==> config.mk <==
export PLATFORM = sky130hd
export DESIGN_NAME = polygon_convex_split_ear_clip_unit
export DESIGN_NICKNAME = d
export VERILOG_FILES = /design/src/hdl/polyec_pkg.sv /design/src/hdl/polygon_convex_split_ear_clip_unit.sv
export SDC_FILE = /design/constraint.sdc
export NUM_CORES = 2
export LEC_CHECK = 0
export ABC_AREA = 1
export BUFFER_PORTS_ARGS = -buffer_cell sky130_fd_sc_hd__buf_2
export CAP_MARGIN = 10
export CORE_MARGIN = 8
export CORE_UTILIZATION = 41
export CTS_BUF_LIST = sky130_fd_sc_hd__clkbuf_4 sky130_fd_sc_hd__clkbuf_8 sky130_fd_sc_hd__clkbuf_16
export CTS_CLUSTER_SIZE = 16
export DETAILED_ROUTE_END_ITERATION = 8
export PLACE_DENSITY_LB_ADDON = 0.2
export SYNTH_ARGS = -nofsm -noshare
export SYNTH_HDL_FRONTEND = slang
export SYNTH_SLANG_ARGS = --single-unit
==> constraint.sdc <==
create_clock -name clk_i -period 11 [get_ports clk_i]
set_clock_uncertainty 0.15 [all_clocks]
set_input_delay 2.2 -clock clk_i [delete_from_list [all_inputs] [get_ports clk_i]]
set_output_delay 2.2 -clock clk_i [all_outputs]
set_load 0.01 [all_outputs]
==> src/hdl/polyec_pkg.sv <==
// shared types and constants for the polygon ear clipping unit
// used by polygon_convex_split_ear_clip_unit; no dependencies
package polyec_pkg;

  localparam int FIELD_W = 16;
  localparam int PIECE_W = 4;
  localparam int DATA_W  = 32;
  localparam int USER_W  = 8;

  // one result word before packing onto the stream
  typedef struct packed {
    logic                 drop;
    logic                 cvx;
    logic                 rend;
    logic                 pend;
    logic                 cv;
    logic [PIECE_W-1:0]   piece;
    logic [FIELD_W-1:0]   y;
    logic [FIELD_W-1:0]   x;
  } out_t;

endpackage

==> src/hdl/polygon_convex_split_ear_clip_unit.sv <==
// polygon ear clipping unit: loads vertices, emits convex polygon or ear triangles
// loading: vertices are accepted while idle; compute runs a convex test per corner, a shoelace
// sum per edge if the polygon is not convex, then ear passes over the remaining corners,
// all on one shared signed multiplier used twice per cross product
// throughput: one polygon at a time; input not ready while computing
// reset: async active-low clears control, vertex and order stores are not cleared
module polygon_convex_split_ear_clip_unit #(
  parameter int MAX_VERTICES = 16,
  parameter int COORD_WIDTH  = 16
) (
  input  logic                          clk_i,
  input  logic                          rst_ni,
  input  logic                          s_axis_tvalid_i,
  output logic                          s_axis_tready_o,
  input  logic [polyec_pkg::DATA_W-1:0] s_axis_tdata_i,   // point_x[15:0], point_y[31:16]
  input  logic                          s_axis_tlast_i,
  output logic                          m_axis_tvalid_o,
  input  logic                          m_axis_tready_i,
  output logic [polyec_pkg::DATA_W-1:0] m_axis_tdata_o,   // out_x[15:0], out_y[31:16]
  // piece_number[3:0], corner_valid[4], piece_end[5], was_convex[6], dropped_vertices[7]
  output logic [polyec_pkg::USER_W-1:0] m_axis_tuser_o,
  output logic                          m_axis_tlast_o
);
  import polyec_pkg::*;

  localparam int IW  = $clog2(MAX_VERTICES);
  localparam int CNW = $clog2(MAX_VERTICES + 1);
  localparam int CW  = COORD_WIDTH;
  localparam int OW  = CW + 1;
  localparam int PW  = 2 * OW;
  localparam int XW  = PW + 1;
  localparam int AW  = XW + 5;
  localparam int EW  = (CW > FIELD_W) ? CW : FIELD_W;
  localparam logic [CNW-1:0] ONE   = CNW'(1);
  localparam logic [CNW-1:0] THREE = CNW'(3);
  localparam logic [CNW-1:0] MAXV  = CNW'(MAX_VERTICES);

  typedef struct packed {
    logic signed [CW-1:0] x;
    logic signed [CW-1:0] y;
  } pt_t;

  typedef enum logic [4:0] {
    ST_IDLE, ST_START, ST_FETCH, ST_OPS, ST_MUL1, ST_MUL2, ST_CV_EVAL, ST_CV_EMIT,
    ST_AREA_ACC, ST_PASS, ST_EAR_TURN, ST_NEXT, ST_IN_FETCH, ST_IN_EVAL, ST_TRI,
    ST_SHIFT, ST_FINISH
  } state_e;

  typedef enum logic [1:0] {M_CONV, M_AREA, M_EAR, M_LAST} mode_e;
  typedef enum logic [2:0] {OP_TURN, OP_RAW, OP_S0, OP_S1, OP_S2} opsel_e;

  function automatic logic [CW-1:0] from16(logic [FIELD_W-1:0] v);
    logic [EW-1:0] e;
    e = '0;
    e[FIELD_W-1:0] = v;
    return e[CW-1:0];
  endfunction

  function automatic logic [FIELD_W-1:0] to16(logic [CW-1:0] v);
    logic [EW-1:0] e;
    e = '0;
    e[CW-1:0] = v;
    return e[FIELD_W-1:0];
  endfunction

  function automatic logic signed [OW-1:0] sx(logic [CW-1:0] v);
    return $signed({v[CW-1], v});
  endfunction

  state_e state_q;
  mode_e  mode_q;
  opsel_e opsel_q;
  pt_t    vs_q [MAX_VERTICES];
  logic [IW-1:0] ord_q [MAX_VERTICES];
  logic [CNW-1:0] cnt_q, rc_q, i_q, j_q;
  logic ovf_q, rev_q, pos_q, neg_q;
  logic [1:0] f_q, s_q, t_q;
  pt_t a_q, b_q, c_q, p_q;
  logic signed [OW-1:0] ux_q, uy_q, vx_q, vy_q;
  logic signed [XW-1:0] cr_q;
  logic signed [AW-1:0] acc_q;
  logic [PIECE_W-1:0] piece_q;
  out_t hold_q, out_q;
  logic hold_v_q, out_v_q;

  logic s_acc, out_free, can_push, push_fire, fin_fire, out_v_d;
  logic [CNW-1:0] prev_i, next_i, rpos, o_ext, phys;
  logic [IW-1:0] ord_rd;
  pt_t rd_pt, push_pt;
  logic signed [OW-1:0] mul_a, mul_b, ux_d, uy_d, vx_d, vy_d;
  logic signed [PW-1:0] prod;
  logic signed [XW-1:0] prod_x;
  logic signed [AW-1:0] acc_d;
  logic cr_pos, cr_neg, same_abc, pos_d, neg_d;
  out_t push_item, fin_item;

  assign s_axis_tready_o = (state_q == ST_IDLE);
  assign s_acc = s_axis_tvalid_i && s_axis_tready_o;
  assign out_free = !out_v_q || m_axis_tready_i;
  assign can_push = !hold_v_q || out_free;
  assign push_fire = (state_q == ST_CV_EMIT || state_q == ST_TRI) && can_push;
  assign fin_fire  = (state_q == ST_FINISH) && out_free;

  always_comb begin
    if ((push_fire && hold_v_q) || fin_fire) begin
      out_v_d = 1'b1;
    end else if (m_axis_tready_i) begin
      out_v_d = 1'b0;
    end else begin
      out_v_d = out_v_q;
    end
  end

  // last word of a run: the held word, or an empty terminal word
  always_comb begin
    if (hold_v_q) begin
      fin_item = hold_q;
    end else begin
      fin_item = '0;
      fin_item.drop = ovf_q;
    end
    fin_item.rend = 1'b1;
  end

  assign prev_i = (i_q == '0) ? rc_q - ONE : i_q - ONE;
  assign next_i = (i_q == rc_q - ONE) ? '0 : i_q + ONE;

  always_comb begin
    unique case (state_q)
      ST_FETCH: begin
        unique case (f_q)
          2'd0:    rpos = prev_i;
          2'd1:    rpos = i_q;
          default: rpos = next_i;
        endcase
      end
      ST_IN_FETCH: rpos = j_q;
      ST_SHIFT:    rpos = j_q + ONE;
      default:     rpos = i_q;
    endcase
  end

  // order lookup, then winding reversal by index mapping
  assign ord_rd = ord_q[rpos[IW-1:0]];
  assign o_ext  = CNW'(ord_rd);
  assign phys   = rev_q ? cnt_q - ONE - o_ext : o_ext;
  assign rd_pt  = vs_q[phys[IW-1:0]];

  assign same_abc = (rd_pt == a_q) || (rd_pt == b_q) || (rd_pt == c_q);

  // shared multiplier: first product in mul1, subtracted product in mul2
  assign mul_a  = (state_q == ST_MUL2) ? uy_q : ux_q;
  assign mul_b  = (state_q == ST_MUL2) ? vx_q : vy_q;
  assign prod   = mul_a * mul_b;
  assign prod_x = XW'(prod);
  assign acc_d  = acc_q + AW'(cr_q);
  assign cr_pos = !cr_q[XW-1] && (cr_q != '0);
  assign cr_neg = cr_q[XW-1];
  assign pos_d  = pos_q || cr_pos;
  assign neg_d  = neg_q || cr_neg;

  always_comb begin
    unique case (opsel_q)
      OP_TURN: begin
        ux_d = sx(b_q.x) - sx(a_q.x); uy_d = sx(b_q.y) - sx(a_q.y);
        vx_d = sx(c_q.x) - sx(b_q.x); vy_d = sx(c_q.y) - sx(b_q.y);
      end
      OP_RAW: begin
        ux_d = sx(b_q.x); uy_d = sx(b_q.y);
        vx_d = sx(c_q.x); vy_d = sx(c_q.y);
      end
      OP_S0: begin
        ux_d = sx(b_q.x) - sx(a_q.x); uy_d = sx(b_q.y) - sx(a_q.y);
        vx_d = sx(p_q.x) - sx(a_q.x); vy_d = sx(p_q.y) - sx(a_q.y);
      end
      OP_S1: begin
        ux_d = sx(c_q.x) - sx(b_q.x); uy_d = sx(c_q.y) - sx(b_q.y);
        vx_d = sx(p_q.x) - sx(b_q.x); vy_d = sx(p_q.y) - sx(b_q.y);
      end
      default: begin
        ux_d = sx(a_q.x) - sx(c_q.x); uy_d = sx(a_q.y) - sx(c_q.y);
        vx_d = sx(p_q.x) - sx(c_q.x); vy_d = sx(p_q.y) - sx(c_q.y);
      end
    endcase
  end

  always_comb begin
    if (state_q == ST_CV_EMIT) begin
      push_pt = rd_pt;
    end else begin
      unique case (t_q)
        2'd0:    push_pt = a_q;
        2'd1:    push_pt = b_q;
        default: push_pt = c_q;
      endcase
    end
    push_item.x     = to16(push_pt.x);
    push_item.y     = to16(push_pt.y);
    push_item.piece = (state_q == ST_CV_EMIT) ? '0 : piece_q;
    push_item.cv    = 1'b1;
    push_item.pend  = (state_q == ST_CV_EMIT) ? (i_q == cnt_q - ONE) : (t_q == 2'd2);
    push_item.rend  = 1'b0;
    push_item.cvx   = (state_q == ST_CV_EMIT);
    push_item.drop  = ovf_q;
  end

  always_ff @(posedge clk_i) begin
    if (s_acc && (cnt_q < MAXV)) begin
      vs_q[cnt_q[IW-1:0]].x <= from16(s_axis_tdata_i[FIELD_W-1:0]);
      vs_q[cnt_q[IW-1:0]].y <= from16(s_axis_tdata_i[2*FIELD_W-1:FIELD_W]);
    end
  end

  always_ff @(posedge clk_i) begin
    if (state_q == ST_START) begin
      for (int k = 0; k < MAX_VERTICES; k++) ord_q[k] <= IW'(k);
    end else if (state_q == ST_SHIFT && (j_q + ONE < rc_q)) begin
      ord_q[j_q[IW-1:0]] <= ord_rd;
    end
  end

  always_ff @(posedge clk_i or negedge rst_ni) begin
    if (!rst_ni) begin
      state_q  <= ST_IDLE;
      mode_q   <= M_CONV;
      opsel_q  <= OP_TURN;
      cnt_q    <= '0;
      rc_q     <= '0;
      i_q      <= '0;
      j_q      <= '0;
      f_q      <= '0;
      s_q      <= '0;
      t_q      <= '0;
      ovf_q    <= 1'b0;
      rev_q    <= 1'b0;
      pos_q    <= 1'b0;
      neg_q    <= 1'b0;
      piece_q  <= '0;
      hold_v_q <= 1'b0;
      out_v_q  <= 1'b0;
    end else begin
      out_v_q <= out_v_d;
      unique case (state_q)
        ST_IDLE: begin
          if (s_acc) begin
            if (cnt_q < MAXV) cnt_q <= cnt_q + ONE;
            else ovf_q <= 1'b1;
            if (s_axis_tlast_i) state_q <= ST_START;
          end
        end
        ST_START: begin
          i_q     <= '0;
          f_q     <= '0;
          mode_q  <= M_CONV;
          rc_q    <= cnt_q;
          rev_q   <= 1'b0;
          pos_q   <= 1'b0;
          neg_q   <= 1'b0;
          piece_q <= '0;
          state_q <= (cnt_q < THREE) ? ST_FINISH : ST_FETCH;
        end
        ST_FETCH: begin
          unique case (f_q)
            2'd0:    a_q <= rd_pt;
            2'd1:    b_q <= rd_pt;
            default: c_q <= rd_pt;
          endcase
          if (f_q == 2'd2) begin
            if (mode_q == M_LAST) begin
              t_q     <= '0;
              state_q <= ST_TRI;
            end else begin
              opsel_q <= (mode_q == M_AREA) ? OP_RAW : OP_TURN;
              state_q <= ST_OPS;
            end
          end else begin
            f_q <= f_q + 2'd1;
          end
        end
        ST_OPS: begin
          ux_q <= ux_d; uy_q <= uy_d; vx_q <= vx_d; vy_q <= vy_d;
          state_q <= ST_MUL1;
        end
        ST_MUL1: begin
          cr_q    <= prod_x;
          state_q <= ST_MUL2;
        end
        ST_MUL2: begin
          cr_q <= cr_q - prod_x;
          if (opsel_q == OP_S0 || opsel_q == OP_S1 || opsel_q == OP_S2) begin
            state_q <= ST_IN_EVAL;
          end else begin
            unique case (mode_q)
              M_CONV:  state_q <= ST_CV_EVAL;
              M_AREA:  state_q <= ST_AREA_ACC;
              default: state_q <= ST_EAR_TURN;
            endcase
          end
        end
        ST_CV_EVAL: begin
          pos_q <= pos_d;
          neg_q <= neg_d;
          if (pos_d && neg_d) begin
            acc_q   <= '0;
            i_q     <= '0;
            f_q     <= 2'd1;
            mode_q  <= M_AREA;
            state_q <= ST_FETCH;
          end else if (i_q == cnt_q - ONE) begin
            i_q     <= '0;
            state_q <= ST_CV_EMIT;
          end else begin
            i_q     <= i_q + ONE;
            f_q     <= '0;
            state_q <= ST_FETCH;
          end
        end
        ST_CV_EMIT: begin
          if (can_push) begin
            if (i_q == cnt_q - ONE) state_q <= ST_FINISH;
            else i_q <= i_q + ONE;
          end
        end
        ST_AREA_ACC: begin
          acc_q <= acc_d;
          if (i_q == cnt_q - ONE) begin
            rev_q   <= acc_d[AW-1];
            state_q <= ST_PASS;
          end else begin
            i_q     <= i_q + ONE;
            f_q     <= 2'd1;
            state_q <= ST_FETCH;
          end
        end
        ST_PASS: begin
          f_q <= '0;
          if (rc_q > THREE) begin
            i_q     <= '0;
            mode_q  <= M_EAR;
            state_q <= ST_FETCH;
          end else if (rc_q == THREE) begin
            i_q     <= ONE;
            mode_q  <= M_LAST;
            state_q <= ST_FETCH;
          end else begin
            state_q <= ST_FINISH;
          end
        end
        ST_EAR_TURN: begin
          if (cr_pos) begin
            j_q     <= '0;
            state_q <= ST_IN_FETCH;
          end else begin
            state_q <= ST_NEXT;
          end
        end
        ST_NEXT: begin
          if (i_q == rc_q - ONE) begin
            state_q <= ST_FINISH;
          end else begin
            i_q     <= i_q + ONE;
            f_q     <= '0;
            state_q <= ST_FETCH;
          end
        end
        ST_IN_FETCH: begin
          if (j_q == rc_q) begin
            t_q     <= '0;
            state_q <= ST_TRI;
          end else if (same_abc) begin
            j_q <= j_q + ONE;
          end else begin
            p_q     <= rd_pt;
            s_q     <= '0;
            pos_q   <= 1'b0;
            neg_q   <= 1'b0;
            opsel_q <= OP_S0;
            state_q <= ST_OPS;
          end
        end
        ST_IN_EVAL: begin
          pos_q <= pos_d;
          neg_q <= neg_d;
          if (s_q == 2'd2) begin
            // boundary counts as inside
            if (!(pos_d && neg_d)) begin
              state_q <= ST_NEXT;
            end else begin
              j_q     <= j_q + ONE;
              state_q <= ST_IN_FETCH;
            end
          end else begin
            s_q     <= s_q + 2'd1;
            opsel_q <= (s_q == 2'd0) ? OP_S1 : OP_S2;
            state_q <= ST_OPS;
          end
        end
        ST_TRI: begin
          if (can_push) begin
            if (t_q == 2'd2) begin
              piece_q <= piece_q + PIECE_W'(1);
              if (mode_q == M_LAST) begin
                state_q <= ST_FINISH;
              end else begin
                j_q     <= i_q;
                state_q <= ST_SHIFT;
              end
            end else begin
              t_q <= t_q + 2'd1;
            end
          end
        end
        ST_SHIFT: begin
          if (j_q + ONE < rc_q) begin
            j_q <= j_q + ONE;
          end else begin
            rc_q    <= rc_q - ONE;
            state_q <= ST_PASS;
          end
        end
        ST_FINISH: begin
          if (out_free) begin
            out_q    <= fin_item;
            hold_v_q <= 1'b0;
            cnt_q    <= '0;
            ovf_q    <= 1'b0;
            state_q  <= ST_IDLE;
          end
        end
        default: state_q <= ST_IDLE;
      endcase
      // one word of lookahead so the last word can carry the run end mark
      if (push_fire) begin
        if (hold_v_q) begin
          out_q <= hold_q;
        end
        hold_q   <= push_item;
        hold_v_q <= 1'b1;
      end
    end
  end

  assign m_axis_tvalid_o = out_v_q;
  assign m_axis_tdata_o  = {out_q.y, out_q.x};
  assign m_axis_tuser_o  = {out_q.drop, out_q.cvx, out_q.pend, out_q.cv, out_q.piece};
  assign m_axis_tlast_o  = out_q.rend;

`ifndef ASSERT_OFF
  a_hold_empty_idle: assert property (@(posedge clk_i) disable iff (!rst_ni)
    (state_q == ST_IDLE) |-> !hold_v_q) else $error("lookahead word left over in idle");
  a_cnt_range: assert property (@(posedge clk_i) disable iff (!rst_ni)
    cnt_q <= MAXV) else $error("vertex count beyond capacity");
  a_terminal_last: assert property (@(posedge clk_i) disable iff (!rst_ni)
    (m_axis_tvalid_o && !out_q.cv) |-> out_q.rend) else $error("empty word not last");
  a_rc_bound: assert property (@(posedge clk_i) disable iff (!rst_ni)
    (state_q == ST_SHIFT) |-> (rc_q > THREE && rc_q <= cnt_q)) else $error("bad clip count");
`endif

endmodule
# [Word level (Yosys, flattened, before mapping)]
# Memories as Yosys holds them, arrays and structs flattened.
# Cells that the tools add are included.
[classes] n_eq_ne=66 shifts=0 n_mux=126 order_cmp=4 reduce_logical=74 div_mod_pow=0 n_mul=1 bitwise=3 addsub=25
[op_table] op="2-to-1 mux 41 bit" count=5
[op_table] op="subtractor 16 x 16 -> 17 bit" count=12
[op_table] op="2-to-1 mux 5 bit" count=36
[op_table] op="case mux 17 bit (4 select lines)" count=2
[op_table] op="case mux 17 bit (3 select lines)" count=2
[op_table] op="== test 32 bit" count=3
[op_table] op="case mux 5 bit (17 select lines)" count=1
[op_table] op="case mux 40 bit (2 select lines)" count=1
[op_table] op="case mux 35 bit (2 select lines)" count=1
[op_table] op="case mux 32 bit (2 select lines)" count=1
[op_table] op="inequality test 2 bit, second input constant" count=23
[op_table] op="adder 40 x 35 -> 40 bit" count=1
[op_table] op="== test 5 x 4 -> 1 bit, second input constant" count=8
[op_table] op="2-to-1 mux 4 bit" count=10
[op_table] op="2-to-1 mux 40 bit" count=1
[op_table] op="nonzero test 35 bit" count=1
[op_table] op="subtractor 35 x 34 -> 35 bit" count=1
[op_table] op="multiplier 17 x 17 -> 34 bit" count=1
[op_table] op="2-to-1 mux 17 bit" count=2
[op_table] op="2-to-1 mux 2 bit" count=16
[op_table] op="2-to-1 mux 32 bit" count=1
[op_table] op="2-to-1 mux 3 bit" count=10
[op_table] op="case mux 5 bit (6 select lines)" count=1
[op_table] op="case mux 5 bit (5 select lines)" count=1
[op_table] op="other kinds (51)" count=158
[word_totals] n_memories=2 regBits=397 in_bits=37 latchBits=0 romBits=0 mem_bits_rw=576 wordCells=346
[mem_list] memory="vs_q" depth=16 word_bits=32 read_ports=1 rd_clocked_by_memory_dff=0 write_ports=1 line_no="polygon_convex_split_ear_clip_unit.sv:73" rtl="pt_t vs_q [MAX_VERTICES];"
[mem_list] memory="ord_q" depth=16 word_bits=4 read_ports=1 rd_clocked_by_memory_dff=0 write_ports=16 line_no="polygon_convex_split_ear_clip_unit.sv:74" rtl="logic [IW-1:0] ord_q [MAX_VERTICES];"

# [Depth between registers and ports, before layout]
# An unclocked memory read counts as a cell.
[depth] depth_word=15 ltp_mapped=56 mapped_depth_nobuf=54

# [Worst setup path before layout]
# No wires, ideal clock.
[synth_path] path_kind="reg2reg" startpoint="register state_q[2]" endpoint="register cr_q[34], data pin" t_arrival_ns=8.770 path_buffers=2 setup_slack_ns=1.827 stages_incl_launch_ff=48 setup_time_ns=0.253 t_required_ns=10.597 path_cell_list="dfrtp_1 inv_1 nor2_1 inv_1 nor2_1 inv_1 nor2_1 inv_1 clkbuf_1 buf_1 o21ai_1 clkinv_1 nor2_1 fa_1 inv_1 fa_1 fa_1 fa_1 (+12 left out) inv_1 a21oi_1 o21ai_0 a21boi_1 nor4_1 nor3_1 xnor2_1 ha_1 inv_1 o21bai_1 nor2_1 nand2_1 nor2_1 nand3_1 nand2_1 nand2_1 nand2_1 nand2_1"
[synth_between] elab_chain_len=5 elab_cells_between_ends=7
[synth_rtl] element="start: declaration" line_no="polygon_convex_split_ear_clip_unit.sv:70" rtl="state_e state_q;"
[synth_rtl] element="start signal: assignment" line_no="polygon_convex_split_ear_clip_unit.sv:260" rtl="state_q <= (cnt_q < THREE) ? ST_FINISH : ST_FETCH;"
[synth_rtl] element="== test 5 x 3 -> 1 bit" line_no="polygon_convex_split_ear_clip_unit.sv:152, polygon_convex_split_ear_clip_unit.sv:153, polygon_convex_split_ear_clip_unit.sv:243"
[synth_rtl] element="2-to-1 mux 17 bit, on equally long branches" line_no="polygon_convex_split_ear_clip_unit.sv:152, polygon_convex_split_ear_clip_unit.sv:153"
[synth_rtl] element="multiplier 17 x 17 -> 34 bit" line_no="polygon_convex_split_ear_clip_unit.sv:154" rtl="assign prod = mul_a * mul_b;"
[synth_rtl] element="subtractor 35 x 34 -> 35 bit" line_no="polygon_convex_split_ear_clip_unit.sv:289" rtl="cr_q <= cr_q - prod_x;"
[synth_rtl] element="case mux 35 bit (2 select lines) *" line_no="polygon_convex_split_ear_clip_unit.sv:243" rtl="unique case (state_q)"
[synth_rtl] element="end signal: assignment" line_no="polygon_convex_split_ear_clip_unit.sv:285" rtl="cr_q <= prod_x;"
[synth_rtl] element="end signal: assignment" line_no="polygon_convex_split_ear_clip_unit.sv:289"
[synth_rtl] element="end: declaration" line_no="polygon_convex_split_ear_clip_unit.sv:80" rtl="logic signed [XW-1:0] cr_q;"
# Mark *: on every way between the ends. The rest lies on a longest branch, timed or not.
# A chain may end at the register's enable or synchronous reset.

# [Worst setup path in the final report]
[layout_path] startpoint="register state_q[2]" endpoint="register cr_q[32], data pin"
# Same word-level chain as after synthesis.

==> metrics.csv <==
stage,metric,value,unit
worst_setup_path,r2r setup slk,870,ps
yosys,dominant cells by area after synthesis,"edfxtp_1 43%, fa_1 9.5%, nand2_1 8.8%",
global_routing,GR Util All Layers,23.74,%
global_routing,global-route wire length before repair,307100,um
yosys,Mapped Avg Cell Area,8.964,um2
hold_path,worst hold start,ovf_q,
clock_tree,Clock Path Buffers,3,
worst_setup_path,worst r2r dst,cr_q[32],
hold_path,Worst Hold Path EP,hold_q[40],
floorplan,Die Wd,413.3,um
global_routing,number of global-route vias before repair,48645,
drt,Routed Antenna Nets,0,
timing,Slew headroom,23.71,%
timing,Sum Neg Setup Slack,0,ps
yosys,sequential-to-total area share from yosys stat,44.79,%
worst_setup_path,"most used cell, CP",inv_1,
timing,Peak Freq,98.75,MHz
clock_tree,cts bufs inserted,106,
yosys,Main synth FF type,edfxtp_1,
timing,final setup fails,0,
floorplan,Die Height,413.3,um
place,Post-DP HPWL,145900,um
timing,RSZ-0062 raised after global routing,false,
clock_tree,TritonCTS clock tree,built,
worst_setup_path,r2r worst-path depth,44,
timing,part of the cycle the worst path needs,92.06,%
hold_path,hold depth,0,
drt,DR iter-0 viols,4750,
global_routing,antenna violations before repair,15,
yosys,Synth Instances,7221,
final_layout,post-layout util,45.19,%
final_layout,most frequent cells in the layout,"1520 x nand2_1, 1262 x inv_1, 927 x edfxtp_1",
timing,endpoints failing hold,0,
final_layout,"commonest non-fill, non-tap cell in the layout",nand2_1,
drt,routed vias/inst,5.340,
worst_setup_path,CP Class,reg2reg,
worst_setup_path,Worst setup SP type,flop,
drt,Routed WL,206600,um
clock_tree,setup bufs post-CTS,0,
yosys,Post-Syn Area,64730,um2
final_layout,share of layout cells above drive strength 1,7.251,%
clock_tree,Worst-Skew Late Latency,780,ps
place,RePlAce Congestion,0.9761,
final_layout,# fillers,15131,
floorplan,IO Count,80,
hold_path,HP Class,reg2reg,
worst_setup_path,Critical Path RT,11300,ps
yosys,Ys Warns,0,
global_routing,largest net degree at the start of global routing,153,
worst_setup_path,crit path DAT,10430,ps
yosys,post-synth top area share,43.01,%
final_layout,Layout area overhead,10.08,%
status,outcome,"finished, final reports clean",
worst_setup_path,"slowest stage cell, crit path",fa_1,
run,max-cap viol count,0,
floorplan,row count,146,
worst_setup_path,"slowest stage delay, CP",570,ps
place,I/O Buffers,79,
worst_setup_path,Worst Path Max Fanout,53,
yosys,Post-Syn Nets,7874,
drt,DRC Markers,0,
yosys,"flops & latches, synth",973,
yosys,Post-synth EDFFs,927,
timing,Final Max Slew Viols,0,
final_layout,fin nets,7930,
clock_tree,Post-CTS Hold Buffers,0,
yosys,dominant cell type by area after synthesis,edfxtp_1,
floorplan,starting density of the core,41.06,%
drt,total iterations of the first detailed-routing run,6,
drt,drt wl/cell,21.87,um
timing,Worst-Margin Slew,1139,ps
clock_tree,H-tree levels,3,
global_routing,grt ovf,0,
worst_setup_path,Reg-to-Reg Start,state_q[2],
worst_setup_path,Worst setup EP type,flop,
yosys,Yosys cell types,61,
clock_tree,"CTS clk-pin slew, worst paths",60,ps
yosys,asr flop ratio synth,4.728,%
clock_tree,clk sink count,973,
drt,via count,50434,
floorplan,die area,170800,um2
timing,min Tclk post-route,10130,ps
clock_tree,clk root buf,clkbuf_16,
floorplan,core footprint,157600,um2
cells by family after synthesis:
group | after synthesis | share of synthesized area, %
adder cells (fa/ha/maj) | 616 | 15.47
AO/OA/AOI/OAI | 911 | 8.129
buffers and inverters | 1528 | 9.304
multiplexers | 4 | 0.06186
flip-flops | 973 | 44.79
XOR/XNOR | 123 | 1.664
AND/OR/NAND/NOR | 3066 | 20.59
stage by stage:
| stage | instances | instance area (um2) | hold WS (ps) | setup WS [ps] |
|---|---|---|---|---|
| after global placement | 9241 | 67630 | 279.6 | 634.1 |
| after detailed placement | 9241 | 67630 | 291.3 | 469.4 |
| after CTS | 9437 | 71210 | 305.3 | 440.2 |
| final | 9445 | 71250 | 308.5 | 873.6 |
| after floorplan | 7221 | 64730 | 274.9 | 1827 |
| after global routing | 9439 | 71230 | 326.8 | 97.77 |
how the worst max path moves through the flow:
stage                           from       end  slack (ps)
after CTS                 state_q[2]  cr_q[32]         440
after global placement    state_q[2]  cr_q[32]         630
final                     state_q[2]  cr_q[32]         870
after detailed placement  state_q[2]  cr_q[32]         470
after floorplan           state_q[2]  cr_q[34]        1830
after global routing      state_q[2]  cr_q[32]         100
registers in the layout, indices dropped and copies added (netlist names), 17 cells and up:
signal / count
a_q: 32
acc_q: 40
b_q: 32
c_q: 32
cr_q: 35
hold_q: 39
m_axis_tdata_o: 32
ord_q: 64
p_q: 32
ux_q: 17
uy_q: 17
vs_q: 512
vx_q: 17
vy_q: 17
layout make-up:
| class | count | area [um2] | area share, % |
|---|---|---|---|
| antenna | 8 | 20.02 | 0.02810 |
| sequential | 973 | 28990 | 40.69 |
| tap | 2072 | 2592 | 3.639 |
| timing repair buffer | 181 | 1242 | 1.744 |
| clock buffer | 128 | 2860 | 4.014 |
| inverter | 1295 | 4866 | 6.830 |
| clock inverter | 68 | 719.4 | 1.010 |
| multi-input combinational | 4720 | 29960 | 42.05 |
Yosys cell counts (all sizes together), types with 46 or more instances:
| library cell | n |
|---|---|
| a21oi | 296 |
| buf | 119 |
| clkbuf | 114 |
| dfrtp | 46 |
| edfxtp | 927 |
| fa | 307 |
| ha | 309 |
| inv | 1279 |
| nand2 | 1569 |
| nand3 | 727 |
| nand3b | 57 |
| nor2 | 583 |
| nor3 | 60 |
| o21ai | 320 |
| o22ai | 84 |
| xor2 | 82 |
critical path, delay by kind of cell (launching register included):
kind	cells	cell delay (ps)
adders and majority gates	8	3750
AOI/OAI and AO/OA	10	2710
buffers and inverters	13	1460
and+or+nand+nor	12	1210
DFF	1	380
xor gates and xnor gates	1	140
timing repair:
action	in CTS	in global routing
setup endpoints to repair	0	3
hold endpoints to repair	0	0
gates resized for setup	0	13
layer usage:
metal / up-vias / track usage (%) / share of wire, %
li1: 23881 / - / -
met1: 24535 / 32.27 / 43
met2: 1682 / 38.88 / 47
met3: 332 / 3.858 / 6.8
met4: 4 / 7.662 / 3.3
met5: - / 0 / 0.012
Power is not shown: default switching activity piles up to over one toggle a cycle in this logic, so the estimate is an artifact.
